`src/rtl/tlb_page_translation_fifo_assert.svh`:
```
// Assertion macros for the page translation block.
// Each macro takes a label, an antecedent, a consequent and a message.
// The macros use the clk and arst_n of the module that expands them.
`ifndef TLB_PAGE_TRANSLATION_FIFO_ASSERT_SVH
`define TLB_PAGE_TRANSLATION_FIFO_ASSERT_SVH

`ifndef SYNTHESIS

// Check the consequent in the same cycle as the antecedent.
`define TPTF_ASSERT_NOW(lbl, ante, cons, msg) \
	lbl: assert property (@(posedge clk) disable iff (!arst_n) (ante) |-> (cons)) \
		else $error(msg);

// Check the consequent in the cycle after the antecedent.
`define TPTF_ASSERT_NEXT(lbl, ante, cons, msg) \
	lbl: assert property (@(posedge clk) disable iff (!arst_n) (ante) |=> (cons)) \
		else $error(msg);

`else

`define TPTF_ASSERT_NOW(lbl, ante, cons, msg)
`define TPTF_ASSERT_NEXT(lbl, ante, cons, msg)

`endif

`endif

```
`src/rtl/tlbpf_pkg.sv`:
```
package tlbpf_pkg;

	// Sizing of the translation structures
	localparam int TLB_ENTRIES = 16;
	localparam int FRAME_COUNT = 128;
	localparam int OFFSET_BITS = 8;

	// Field widths
	localparam int ADDR_W    = 16;
	localparam int PA_W      = 15;
	localparam int OUTCOME_W = 2;
	localparam int VPAGE_W   = 8;
	localparam int CFG_W     = 8;

	// Derived widths
	localparam int PAGE_W      = ADDR_W - OFFSET_BITS;
	localparam int TLB_IDX_W   = (TLB_ENTRIES > 1) ? $clog2(TLB_ENTRIES) : 1;
	localparam int FRAME_IDX_W = $clog2(FRAME_COUNT);
	localparam int CNT_W       = $clog2(FRAME_COUNT + 1);
	localparam int CMP_W       = (CNT_W > CFG_W) ? CNT_W : CFG_W;

	// Stream packing
	localparam int S_TDATA_W = ADDR_W;
	localparam int M_TDATA_W = 24;
	localparam int M_TUSER_W = 3;
	localparam int M_PAD_W   = M_TDATA_W - PA_W - VPAGE_W;

	// Frame count register after reset
	localparam logic [CFG_W-1:0] CFG_RESET = CFG_W'(128);

	typedef enum logic [OUTCOME_W-1:0] {
		OUT_TLB_HIT = 2'd0,
		OUT_PT_HIT  = 2'd1,
		OUT_FAULT   = 2'd2
	} outcome_t;

	typedef enum logic [1:0] {
		FS_NONE   = 2'd0,
		FS_TLB    = 2'd1,
		FS_WALK   = 2'd2,
		FS_VICTIM = 2'd3
	} frame_sel_t;

	typedef struct packed {
		logic       capture;
		logic       walk_clear;
		logic       walk_issue;
		logic       victim_read;
		logic       fault_commit;
		frame_sel_t frame_sel;
		logic       res_load;
	} ctrl_cmd_t;

	typedef struct packed {
		logic tlb_hit;
		logic walk_hit;
		logic walk_last;
		logic out_free;
	} dp_status_t;

endpackage

```
`src/rtl/tlbpf_ctrl.sv`:
```
module tlbpf_ctrl (
	input  logic                  clk,
	input  logic                  arst_n,
	input  logic                  in_valid,
	output logic                  in_ready,
	input  tlbpf_pkg::dp_status_t status,
	output tlbpf_pkg::ctrl_cmd_t  cmd
);

	typedef enum logic [5:0] {
		S_IDLE   = 6'b000001,
		S_LOOKUP = 6'b000010,
		S_WALK   = 6'b000100,
		S_VREAD  = 6'b001000,
		S_COMMIT = 6'b010000,
		S_DONE   = 6'b100000
	} state_t;

	state_t state_q;
	state_t state_nxt;

	// Sequence one request through lookup, walk and fault handling
	always_comb begin
		state_nxt        = state_q;
		cmd.capture      = 1'b0;
		cmd.walk_clear   = 1'b0;
		cmd.walk_issue   = 1'b0;
		cmd.victim_read  = 1'b0;
		cmd.fault_commit = 1'b0;
		cmd.frame_sel    = tlbpf_pkg::FS_NONE;
		cmd.res_load     = 1'b0;
		unique case (state_q)
			S_IDLE: begin
				if (in_valid) begin
					cmd.capture = 1'b1;
					state_nxt   = S_LOOKUP;
				end
			end
			S_LOOKUP: begin
				if (status.tlb_hit) begin
					cmd.frame_sel = tlbpf_pkg::FS_TLB;
					state_nxt     = S_DONE;
				end else begin
					cmd.walk_clear = 1'b1;
					state_nxt      = S_WALK;
				end
			end
			S_WALK: begin
				cmd.walk_issue = 1'b1;
				if (status.walk_hit) begin
					cmd.frame_sel = tlbpf_pkg::FS_WALK;
					state_nxt     = S_DONE;
				end else if (status.walk_last) begin
					state_nxt = S_VREAD;
				end
			end
			S_VREAD: begin
				cmd.victim_read = 1'b1;
				cmd.frame_sel   = tlbpf_pkg::FS_VICTIM;
				state_nxt       = S_COMMIT;
			end
			S_COMMIT: begin
				cmd.fault_commit = 1'b1;
				state_nxt        = S_DONE;
			end
			S_DONE: begin
				if (status.out_free) begin
					cmd.res_load = 1'b1;
					state_nxt    = S_IDLE;
				end
			end
			default: begin
				state_nxt = S_IDLE;
			end
		endcase
	end

	// Accept a request only between translations
	assign in_ready = (state_q == S_IDLE);

	always_ff @(posedge clk or negedge arst_n) begin
		if (!arst_n) begin
			state_q <= S_IDLE;
		end else begin
			state_q <= state_nxt;
		end
	end

endmodule

```
`src/rtl/tlbpf_dp.sv`:
```
module tlbpf_dp (
	input  logic                                  clk,
	input  logic                                  arst_n,
	input  logic                                  cfg_we,
	input  logic [tlbpf_pkg::CFG_W-1:0]           cfg_wdata,
	input  logic [tlbpf_pkg::ADDR_W-1:0]          in_addr,
	input  tlbpf_pkg::ctrl_cmd_t                  cmd,
	output tlbpf_pkg::dp_status_t                 status,
	input  logic                                  out_ready,
	output logic                                  out_valid,
	output logic [tlbpf_pkg::PA_W-1:0]            out_pa,
	output logic [tlbpf_pkg::OUTCOME_W-1:0]       out_outcome,
	output logic                                  out_vic_valid,
	output logic [tlbpf_pkg::VPAGE_W-1:0]         out_vic_page
);

	localparam int FIW = tlbpf_pkg::FRAME_IDX_W;
	localparam int PGW = tlbpf_pkg::PAGE_W;
	localparam int TIW = tlbpf_pkg::TLB_IDX_W;
	localparam int CMW = tlbpf_pkg::CMP_W;

	// Request and result holding
	logic [tlbpf_pkg::ADDR_W-1:0]      addr_q;
	logic [FIW-1:0]                    frame_q;
	tlbpf_pkg::outcome_t               outcome_q;
	logic                              vic_vld_q;
	logic [tlbpf_pkg::VPAGE_W-1:0]     vic_page_q;
	logic [tlbpf_pkg::CFG_W-1:0]       cfg_q;

	// TLB
	logic [PGW-1:0]                    tlb_tag_q   [tlbpf_pkg::TLB_ENTRIES];
	logic [FIW-1:0]                    tlb_frame_q [tlbpf_pkg::TLB_ENTRIES];
	logic [tlbpf_pkg::TLB_ENTRIES-1:0] tlb_valid_q;
	logic [TIW-1:0]                    fill_q;

	// Inverted page table
	logic [PGW-1:0]                    owner_mem [tlbpf_pkg::FRAME_COUNT];
	logic [tlbpf_pkg::FRAME_COUNT-1:0] frame_valid_q;
	logic [FIW-1:0]                    walk_idx_q;
	logic [FIW-1:0]                    nv_q;

	// Table read stage
	logic [PGW-1:0]                    owner_rd_s1;
	logic [FIW-1:0]                    idx_s1;
	logic                              own_vld_s1;
	logic                              issued_s1;

	logic [PGW-1:0]                    page;
	logic [tlbpf_pkg::OFFSET_BITS-1:0] offset;
	logic                              tlb_hit;
	logic [FIW-1:0]                    tlb_frame;
	logic [FIW-1:0]                    rd_addr;
	logic [CMW-1:0]                    cfg_ext;
	logic [CMW-1:0]                    limit;
	logic [CMW-1:0]                    nv_ext;
	logic [CMW-1:0]                    vf_ext;
	logic [CMW-1:0]                    vf_inc;
	logic [FIW-1:0]                    victim_frame;
	logic [FIW-1:0]                    nv_nxt;
	logic [FIW+tlbpf_pkg::OFFSET_BITS-1:0] pa_cat;

	assign page   = addr_q[tlbpf_pkg::ADDR_W-1:tlbpf_pkg::OFFSET_BITS];
	assign offset = addr_q[tlbpf_pkg::OFFSET_BITS-1:0];

	// Search the TLB, lowest matching entry wins
	always_comb begin
		tlb_hit   = 1'b0;
		tlb_frame = '0;
		for (int i = tlbpf_pkg::TLB_ENTRIES - 1; i >= 0; i--) begin
			if (tlb_valid_q[i] && (tlb_tag_q[i] == page)) begin
				tlb_hit   = 1'b1;
				tlb_frame = tlb_frame_q[i];
			end
		end
	end

	// Clamp the frame count and pick the next round-robin frame
	always_comb begin
		cfg_ext = CMW'(cfg_q);
		if (cfg_ext == '0) begin
			limit = CMW'(1);
		end else if (cfg_ext > CMW'(tlbpf_pkg::FRAME_COUNT)) begin
			limit = CMW'(tlbpf_pkg::FRAME_COUNT);
		end else begin
			limit = cfg_ext;
		end
		nv_ext       = CMW'(nv_q);
		vf_ext       = (nv_ext >= limit) ? '0 : nv_ext;
		vf_inc       = vf_ext + CMW'(1);
		victim_frame = FIW'(vf_ext);
		nv_nxt       = (vf_inc >= limit) ? '0 : FIW'(vf_inc);
	end

	assign rd_addr = cmd.victim_read ? victim_frame : walk_idx_q;

	// Status back to the controller
	assign status.tlb_hit   = tlb_hit;
	assign status.walk_hit  = issued_s1 && own_vld_s1 && (owner_rd_s1 == page);
	assign status.walk_last = issued_s1 && (idx_s1 == FIW'(tlbpf_pkg::FRAME_COUNT - 1));
	assign status.out_free  = !out_valid || out_ready;

	// Owner table: one read or one write per cycle
	always_ff @(posedge clk) begin
		if (cmd.fault_commit) begin
			owner_mem[frame_q] <= page;
		end
		if (cmd.walk_issue || cmd.victim_read) begin
			owner_rd_s1 <= owner_mem[rd_addr];
		end
	end

	// Control state: valid bits, pointers, register, result valid
	always_ff @(posedge clk or negedge arst_n) begin
		if (!arst_n) begin
			cfg_q         <= tlbpf_pkg::CFG_RESET;
			tlb_valid_q   <= '0;
			fill_q        <= '0;
			frame_valid_q <= '0;
			walk_idx_q    <= '0;
			nv_q          <= '0;
			issued_s1     <= 1'b0;
			own_vld_s1    <= 1'b0;
			out_valid     <= 1'b0;
		end else begin
			if (cfg_we) begin
				cfg_q <= cfg_wdata;
			end
			// Restart the walk at frame zero
			if (cmd.walk_clear) begin
				walk_idx_q <= '0;
				issued_s1  <= 1'b0;
			end
			// Advance the walk one frame a cycle
			if (cmd.walk_issue) begin
				walk_idx_q <= walk_idx_q + FIW'(1);
				issued_s1  <= 1'b1;
			end
			if (cmd.walk_issue || cmd.victim_read) begin
				own_vld_s1 <= frame_valid_q[rd_addr];
			end
			if (cmd.victim_read) begin
				nv_q <= nv_nxt;
			end
			// Insert at the fill slot, drop stale TLB entries of the evicted frame
			if (cmd.fault_commit) begin
				for (int i = 0; i < tlbpf_pkg::TLB_ENTRIES; i++) begin
					if (TIW'(i) == fill_q) begin
						tlb_valid_q[i] <= 1'b1;
					end else if (own_vld_s1 && tlb_valid_q[i] &&
							(tlb_frame_q[i] == frame_q)) begin
						tlb_valid_q[i] <= 1'b0;
					end
				end
				frame_valid_q[frame_q] <= 1'b1;
				fill_q <= (fill_q == TIW'(tlbpf_pkg::TLB_ENTRIES - 1)) ? '0 : fill_q + TIW'(1);
			end
			// Hold the result until it is taken
			if (cmd.res_load) begin
				out_valid <= 1'b1;
			end else if (out_ready) begin
				out_valid <= 1'b0;
			end
		end
	end

	assign pa_cat = {frame_q, offset};

	// Payload registers
	always_ff @(posedge clk) begin
		if (cmd.capture) begin
			addr_q     <= in_addr;
			vic_vld_q  <= 1'b0;
			vic_page_q <= '0;
		end
		if (cmd.walk_issue) begin
			idx_s1 <= walk_idx_q;
		end
		unique case (cmd.frame_sel)
			tlbpf_pkg::FS_TLB: begin
				frame_q   <= tlb_frame;
				outcome_q <= tlbpf_pkg::OUT_TLB_HIT;
			end
			tlbpf_pkg::FS_WALK: begin
				frame_q   <= idx_s1;
				outcome_q <= tlbpf_pkg::OUT_PT_HIT;
			end
			tlbpf_pkg::FS_VICTIM: begin
				frame_q   <= victim_frame;
				outcome_q <= tlbpf_pkg::OUT_FAULT;
			end
			tlbpf_pkg::FS_NONE: begin
			end
			default: begin
			end
		endcase
		if (cmd.fault_commit) begin
			vic_vld_q  <= own_vld_s1;
			vic_page_q <= own_vld_s1 ? tlbpf_pkg::VPAGE_W'(owner_rd_s1) : '0;
		end
		if (cmd.fault_commit) begin
			tlb_tag_q[fill_q]   <= page;
			tlb_frame_q[fill_q] <= frame_q;
		end
		if (cmd.res_load) begin
			out_pa        <= tlbpf_pkg::PA_W'(pa_cat);
			out_outcome   <= outcome_q;
			out_vic_valid <= vic_vld_q;
			out_vic_page  <= vic_page_q;
		end
	end

endmodule

```
`src/rtl/tlb_page_translation_fifo.sv`:
```
// Channel   Dir  Handshake          Contents
// s_axis    in   s_tvalid/s_tready  s_tdata: vaddr
// m_axis    out  m_tvalid/m_tready  m_tdata: paddr, victim_page
//                                   m_tuser: outcome, victim_valid
// cfg       in   cfg_we             cfg_wdata: frames_in_use
//
// One request at a time. A TLB hit goes from lookup to the done state, which
// loads the output register; a page table hit or a fault waits on the walk
// over the owner table, one frame a cycle through its single read port, and a
// fault then reads and commits the victim frame. Reset clears all valid bits
// at once, so the block is ready out of reset. A result waiting on m_tready
// does not block the next request, which waits only to load the output.
module tlb_page_translation_fifo (
	input  logic                                clk,
	input  logic                                arst_n,
	input  logic                                s_tvalid,
	output logic                                s_tready,
	// [15:0] vaddr
	input  logic [tlbpf_pkg::S_TDATA_W-1:0]     s_tdata,
	output logic                                m_tvalid,
	input  logic                                m_tready,
	// [14:0] paddr, [22:15] victim_page, [23] zero
	output logic [tlbpf_pkg::M_TDATA_W-1:0]     m_tdata,
	// [1:0] outcome, [2] victim_valid
	output logic [tlbpf_pkg::M_TUSER_W-1:0]     m_tuser,
	input  logic                                cfg_we,
	input  logic [tlbpf_pkg::CFG_W-1:0]         cfg_wdata
);

`include "tlb_page_translation_fifo_assert.svh"

	tlbpf_pkg::ctrl_cmd_t             cmd;
	tlbpf_pkg::dp_status_t            status;
	logic [tlbpf_pkg::PA_W-1:0]       out_pa;
	logic [tlbpf_pkg::OUTCOME_W-1:0]  out_outcome;
	logic                             out_vic_valid;
	logic [tlbpf_pkg::VPAGE_W-1:0]    out_vic_page;

	tlbpf_ctrl u_ctrl (
		.clk      (clk),
		.arst_n   (arst_n),
		.in_valid (s_tvalid),
		.in_ready (s_tready),
		.status   (status),
		.cmd      (cmd)
	);

	tlbpf_dp u_dp (
		.clk           (clk),
		.arst_n        (arst_n),
		.cfg_we        (cfg_we),
		.cfg_wdata     (cfg_wdata),
		.in_addr       (s_tdata),
		.cmd           (cmd),
		.status        (status),
		.out_ready     (m_tready),
		.out_valid     (m_tvalid),
		.out_pa        (out_pa),
		.out_outcome   (out_outcome),
		.out_vic_valid (out_vic_valid),
		.out_vic_page  (out_vic_page)
	);

	// Pack the result
	assign m_tdata = {{tlbpf_pkg::M_PAD_W{1'b0}}, out_vic_page, out_pa};
	assign m_tuser = {out_vic_valid, out_outcome};

	`TPTF_ASSERT_NEXT(a_one_in_flight, s_tvalid && s_tready, !s_tready, "second request taken during a translation")
	`TPTF_ASSERT_NOW(a_load_free, cmd.res_load, !m_tvalid || m_tready, "result loaded over a pending one")
	`TPTF_ASSERT_NOW(a_hit_no_victim, m_tvalid && (m_tuser[1:0] != tlbpf_pkg::OUT_FAULT), !m_tuser[2] && (m_tdata[22:15] == 8'd0), "hit reports a victim")

endmodule

```
`config.mk`:
```
export PLATFORM = sky130hd
export DESIGN_NAME = tlb_page_translation_fifo
export DESIGN_NICKNAME = d
export VERILOG_FILES = /design/src/rtl/tlbpf_pkg.sv /design/src/rtl/tlbpf_ctrl.sv /design/src/rtl/tlbpf_dp.sv /design/src/rtl/tlb_page_translation_fifo.sv
export VERILOG_INCLUDE_DIRS = /design/src /design/src/rtl
export SDC_FILE = /design/constraint.sdc
export NUM_CORES = 2
export LEC_CHECK = 0
export BUFFER_PORTS_ARGS = -buffer_cell sky130_fd_sc_hd__buf_2
export CORE_UTILIZATION = 61
export DETAILED_ROUTE_END_ITERATION = 7
export HOLD_SLACK_MARGIN = 0.02
export PLACE_DENSITY_LB_ADDON = 0.3
export SLEW_MARGIN = 20
export SYNTH_ARGS = -nofsm -noshare
export SYNTH_HDL_FRONTEND = slang
export SYNTH_HIERARCHICAL = 1
export SYNTH_SLANG_ARGS = --single-unit
export TNS_END_PERCENT = 30
```
`constraint.sdc`:
```
create_clock -name clk -period 15.3 [get_ports clk]
set_clock_uncertainty 0.05 [all_clocks]
set_input_delay 0.765 -clock clk [delete_from_list [all_inputs] [get_ports clk]]
set_output_delay 0.765 -clock clk [all_outputs]
set_load 0.005 [all_outputs]
```
==> key figures <==
Outcome
  • Status: finished clean

Timing
  • RSZ-0062 raised after global routing: false
  • Max_slew headroom: 0.167
  • Worst slew pin tran: 1.25 ns
  • TNS Setup: 0 ns
  • Hold Violations, Final: 0
  • Tcrit/Tclk final: 0.456
  • FMAX: 143 MHz
  • Period minus WS final: between 6 and 7 ns
  • # setup viols final: 0
  • Min Hold Slack: between 0.1 and 0.15 ns
  • Fin. max-slew vios: 0

Drt
  • Vias: 41100
  • DR iter-0 viols: between 5000 and 6000
  • Vias per cell: approximately 6.5
  • WL/cell: 26.2 um
  • Final wirelength: ~160000 um
  • DR DRC count: 0
  • Met3 WL post-DR: slightly below 20000 um
  • First-pass DRT Iterations: 8
  • Uppermost layer routed: met4
  • Met2 wire length: around 75000 um
  • WL met1: 63800 um
  • Post-route ant nets: 0

Floorplan
  • Starting Density: 0.618
  • Core Area: 102000 um2
  • Die Width: ~320 um
  • Die Y: 324 um
  • Die area: ~100000 um2
  • Num rows: ~120
  • Ports: just under 60

Synth
  • Yosys reg bits: approximately 1500
  • Net Count, Synth: between 4000 and 5000
  • Synth top area cells: edfxtp_1 (64%), dfrtp_1 (7.0%), nand2_1 (5.6%)
  • Post-Synth Simple-Gate Area: 0.140
  • Syn Area/Cell: approximately 13 um2
  • Compound-cell area share of the yosys netlist: 0.0776
  • Mux contribution to synthesized area: 0.0111
  • Main combinational cell family by area after synthesis: simple AND/OR/NAND/NOR gates
  • Synth Flop Type: edfxtp_1
  • Mapped Area: approximately 63000 um2
  • Post-Synth XOR/XNOR Area: 0.0358
  • Post-synth EDFFs: roughly 1300
  • Syn Inst Count: 4789
  • Async set-reset flop share out of synthesis: 0.118
  • Register area share after synthesis: 0.708
  • Unique masters post-synth: 86
  • Synthesis Warnings: 6
  • Synth top area share: 0.637
  • Cell taking the most area after synthesis: edfxtp_1
  • Post-Synth Adder-Cell Area: 0.00416

Setup path
  • R2r setup slk: just over 8 ns
  • Crit path DAT: 7.45 ns
  • CP Launch Type: flop
  • CP max stage cell: o31ai_1
  • Worst R2R Path Depth: 14
  • RR Startpoint: u_dp/cfg_ext[7]
  • Critical path class: flop to flop
  • Crit path cell chain: clkinv_1 -> nand2_1 -> ha_1 -> nand3_1 -> o31ai_1 -> and2_4 -> buf_4 -> buf_4 -> buf_4 -> a311oi_1 -> a31oi_1 -> o221ai_1 -> or4_1 -> o31a_1
  • Crit Path Max Fanout: 78
  • Reg2reg end: u_dp/owner_rd_s1[0]
  • Req. time, crit path: 15.77 ns
  • Worst setup EP type: flop
  • Max incr delay on CP: 0.85 ns
  • CP dominant cell by count: buf_4

GRT
  • Initial antenna violation count: 9
  • Largest net degree at the start of global routing: roughly 180
  • Congestion Overflow GR: 0
  • Vias in the first global route: ~40000
  • First-pass GRT wire length: around 240000 um
  • Total GRT Usage: 0.314

Clocking
  • CTS resizes: 0
  • Clock transition at path regs: around 0.060 ns
  • Deepest clock path buffer count: 3
  • Clock sinks: between 1500 and 2000
  • Hold Buf Count CTS: 1
  • Htree depth: 4
  • CTS tree: yes
  • CTS root buf: clkbuf_16
  • CTS Buf Count: 149
  • Clock Latency Late Sink: 0.77 ns
  • Postcts setup bufs: 0

Place
  • Port Buffers: between 50 and 60
  • Post-DP Area: 64500 um2
  • HPWL after detailed placement: ~95000 um
  • Final GP Congestion: 0.928

Finish
  • Fraction of layout instances using a drive strength above 1: 0.118
  • Final instance area: 69500 um2
  • Synth-to-layout area growth: 10.2%
  • Nets: roughly 4800

Hold path
  • Worst Min Path Start: s_tdata[8]
  • Min-delay worst type: input pin to flop
  • Hold Path Cell Cnt: 1
  • WHS Endpoint: u_dp/addr_q[8]

Power and ir drop
  • Worst VDD drop: just over 0.2 mV
  • Power per cell area: between 100 and 150 nW/um2
  • Total power: around 10 mW
  • Lkg Pwr: approximately 24 nW

Run
  • # Max-Cap Violations: 0
## critical path, delay by kind of cell (launching register included)
kind / cells / cell delay, ns
compound gates: 5 / 1.88
fa+ha+maj: 1 / 0.20
buf+inv: 4 / 2.38
flops: 1 / 0.62
simple gates: 4 / 1.49
## registers in the layout, summed over array words and instances, names as in the netlist, 2 cells and up
| name | cells |
|---|---|
| u_dp/out_vic_page | 8 |
| u_dp/tlb_tag_q | 128 |
| u_dp/fill_q | 4 |
| u_ctrl/state_q | 6 |
| u_dp/owner_mem | 1024 |
| u_dp/walk_idx_q | 7 |
| u_dp/addr_q | 16 |
| u_dp/frame_q | 7 |
| u_dp/owner_rd_s1 | 8 |
| u_dp/cfg_ext | 8 |
| u_dp/nv_q | 7 |
| u_dp/outcome_q | 2 |
| u_dp/out_pa | 15 |
| u_dp/out_outcome | 2 |
| u_dp/tlb_frame_q | 112 |
| u_dp/idx_s1 | 7 |
| u_dp/tlb_valid_q | 16 |
| u_dp/vic_page_q | 8 |
| u_dp/frame_valid_q | 128 |
## power breakdown
| group | switching (mW) | leakage (nW) | internal, mW | total (mW) |
|---|---|---|---|---|
| registers | 0.0323 | 14.4 | 4.72 | 4.75 |
| logic | 1.45 | 7.47 | 0.522 | 1.97 |
| clock network | 1.55 | 2.40 | 2.12 | 3.67 |
| total | 3.03 | 24.2 | 7.36 | 10.4 |
## how the worst max path moves through the flow
stage	from	endpoint	cells past startpoint
global placement	u_dp/cfg_ext[7]	u_dp/owner_rd_s1[0]	14
finish	u_dp/cfg_ext[7]	u_dp/owner_rd_s1[0]	14
CTS	u_dp/cfg_ext[7]	u_dp/owner_rd_s1[0]	14
floorplan	u_dp/addr_q[15]	u_dp/frame_q[6]	19
detailed placement	u_dp/cfg_ext[7]	u_dp/owner_rd_s1[0]	14
global route	u_dp/cfg_ext[7]	u_dp/owner_rd_s1[0]	14
## Yosys cell counts, types with 10 or more instances
master,number
a211oi_1,83
a21oi_1,75
a221oi_1,15
a22oi_1,17
a311oi_1,112
a31oi_1,103
a32oi_1,10
and3_1,160
buf_1,40
buf_2,108
buf_4,13
clkbuf_1,123
dfrtp_1,177
edfxtp_1,1339
ha_1,21
inv_1,33
mux2_2,22
mux2i_1,45
nand2_1,948
nand2b_1,19
nand3_1,259
nand4_1,74
nor2_1,201
nor2b_1,14
nor3_1,36
nor4_1,19
o2111ai_1,24
o21ai_0,90
o221ai_1,20
o22ai_1,36
or2_2,131
or4_1,11
xnor2_1,220
xor2_1,38
## placed cells by master (no fill, tap or decap), types with 17 or more instances in the layout
cell and count:
a211oi_1 83, a21oi_1 74, a22oi_1 17, a311oi_1 112, a31oi_1 103, and3_1 160
buf_2 55, buf_4 76, clkbuf_1 30, clkbuf_16 153, clkinv_1 18, clkinv_2 31
dfrtp_1 177, edfxtp_1 1339, ha_1 21, inv_1 33, mux2_2 22, mux2i_1 45
nand2_1 947, nand2b_1 19, nand3_1 257, nand4_1 74, nor2_1 185, nor2_2 18
nor3_1 35, nor4_1 17, o2111ai_1 24, o21ai_0 90, o221ai_1 20, o22ai_1 35
or2_2 131, xnor2_1 220, xor2_1 38
## layout make-up
type / count / area [um2]
sequential: 1518 / 44700
fill: 6844 / 32600
multi-input combinational: 2946 / 17100
clock buffer: 198 / 4150
tap: 1368 / 1710
timing repair buffer: 138 / 971
clock inverter: 77 / 772
inverter: 34 / 128
antenna: 8 / 20.0
## cells by family after synthesis
group           count (synthesis)
simple gates                 1917
flops                        1518
compound gates                682
buf+inv                       325
xor+xnor                      258
mux                            67
fa+ha+maj                      21
other cells                     1
## per-stage QoR
stage | util | instances | setup slack (ns)
3_3_place_gp | 0.632 | 6003 | 8.67
2_1_floorplan | - | 4789 | 10.12
4_1_cts | 0.680 | 6279 | 8.50
6_report | 0.681 | 6287 | 8.32
5_1_grt | 0.681 | 6284 | 8.01
3_5_place_dp | 0.632 | 6003 | 8.51
## routing by layer
layer | up-vias | global-route usage
met4 | 0 | 0.135
met5 | - | 0
li1 | 17800 | -
met1 | 20400 | 0.441
met3 | 406 | 0.0758
met2 | 2579 | 0.473
Note: power is estimated with default switching activity, not from simulation.
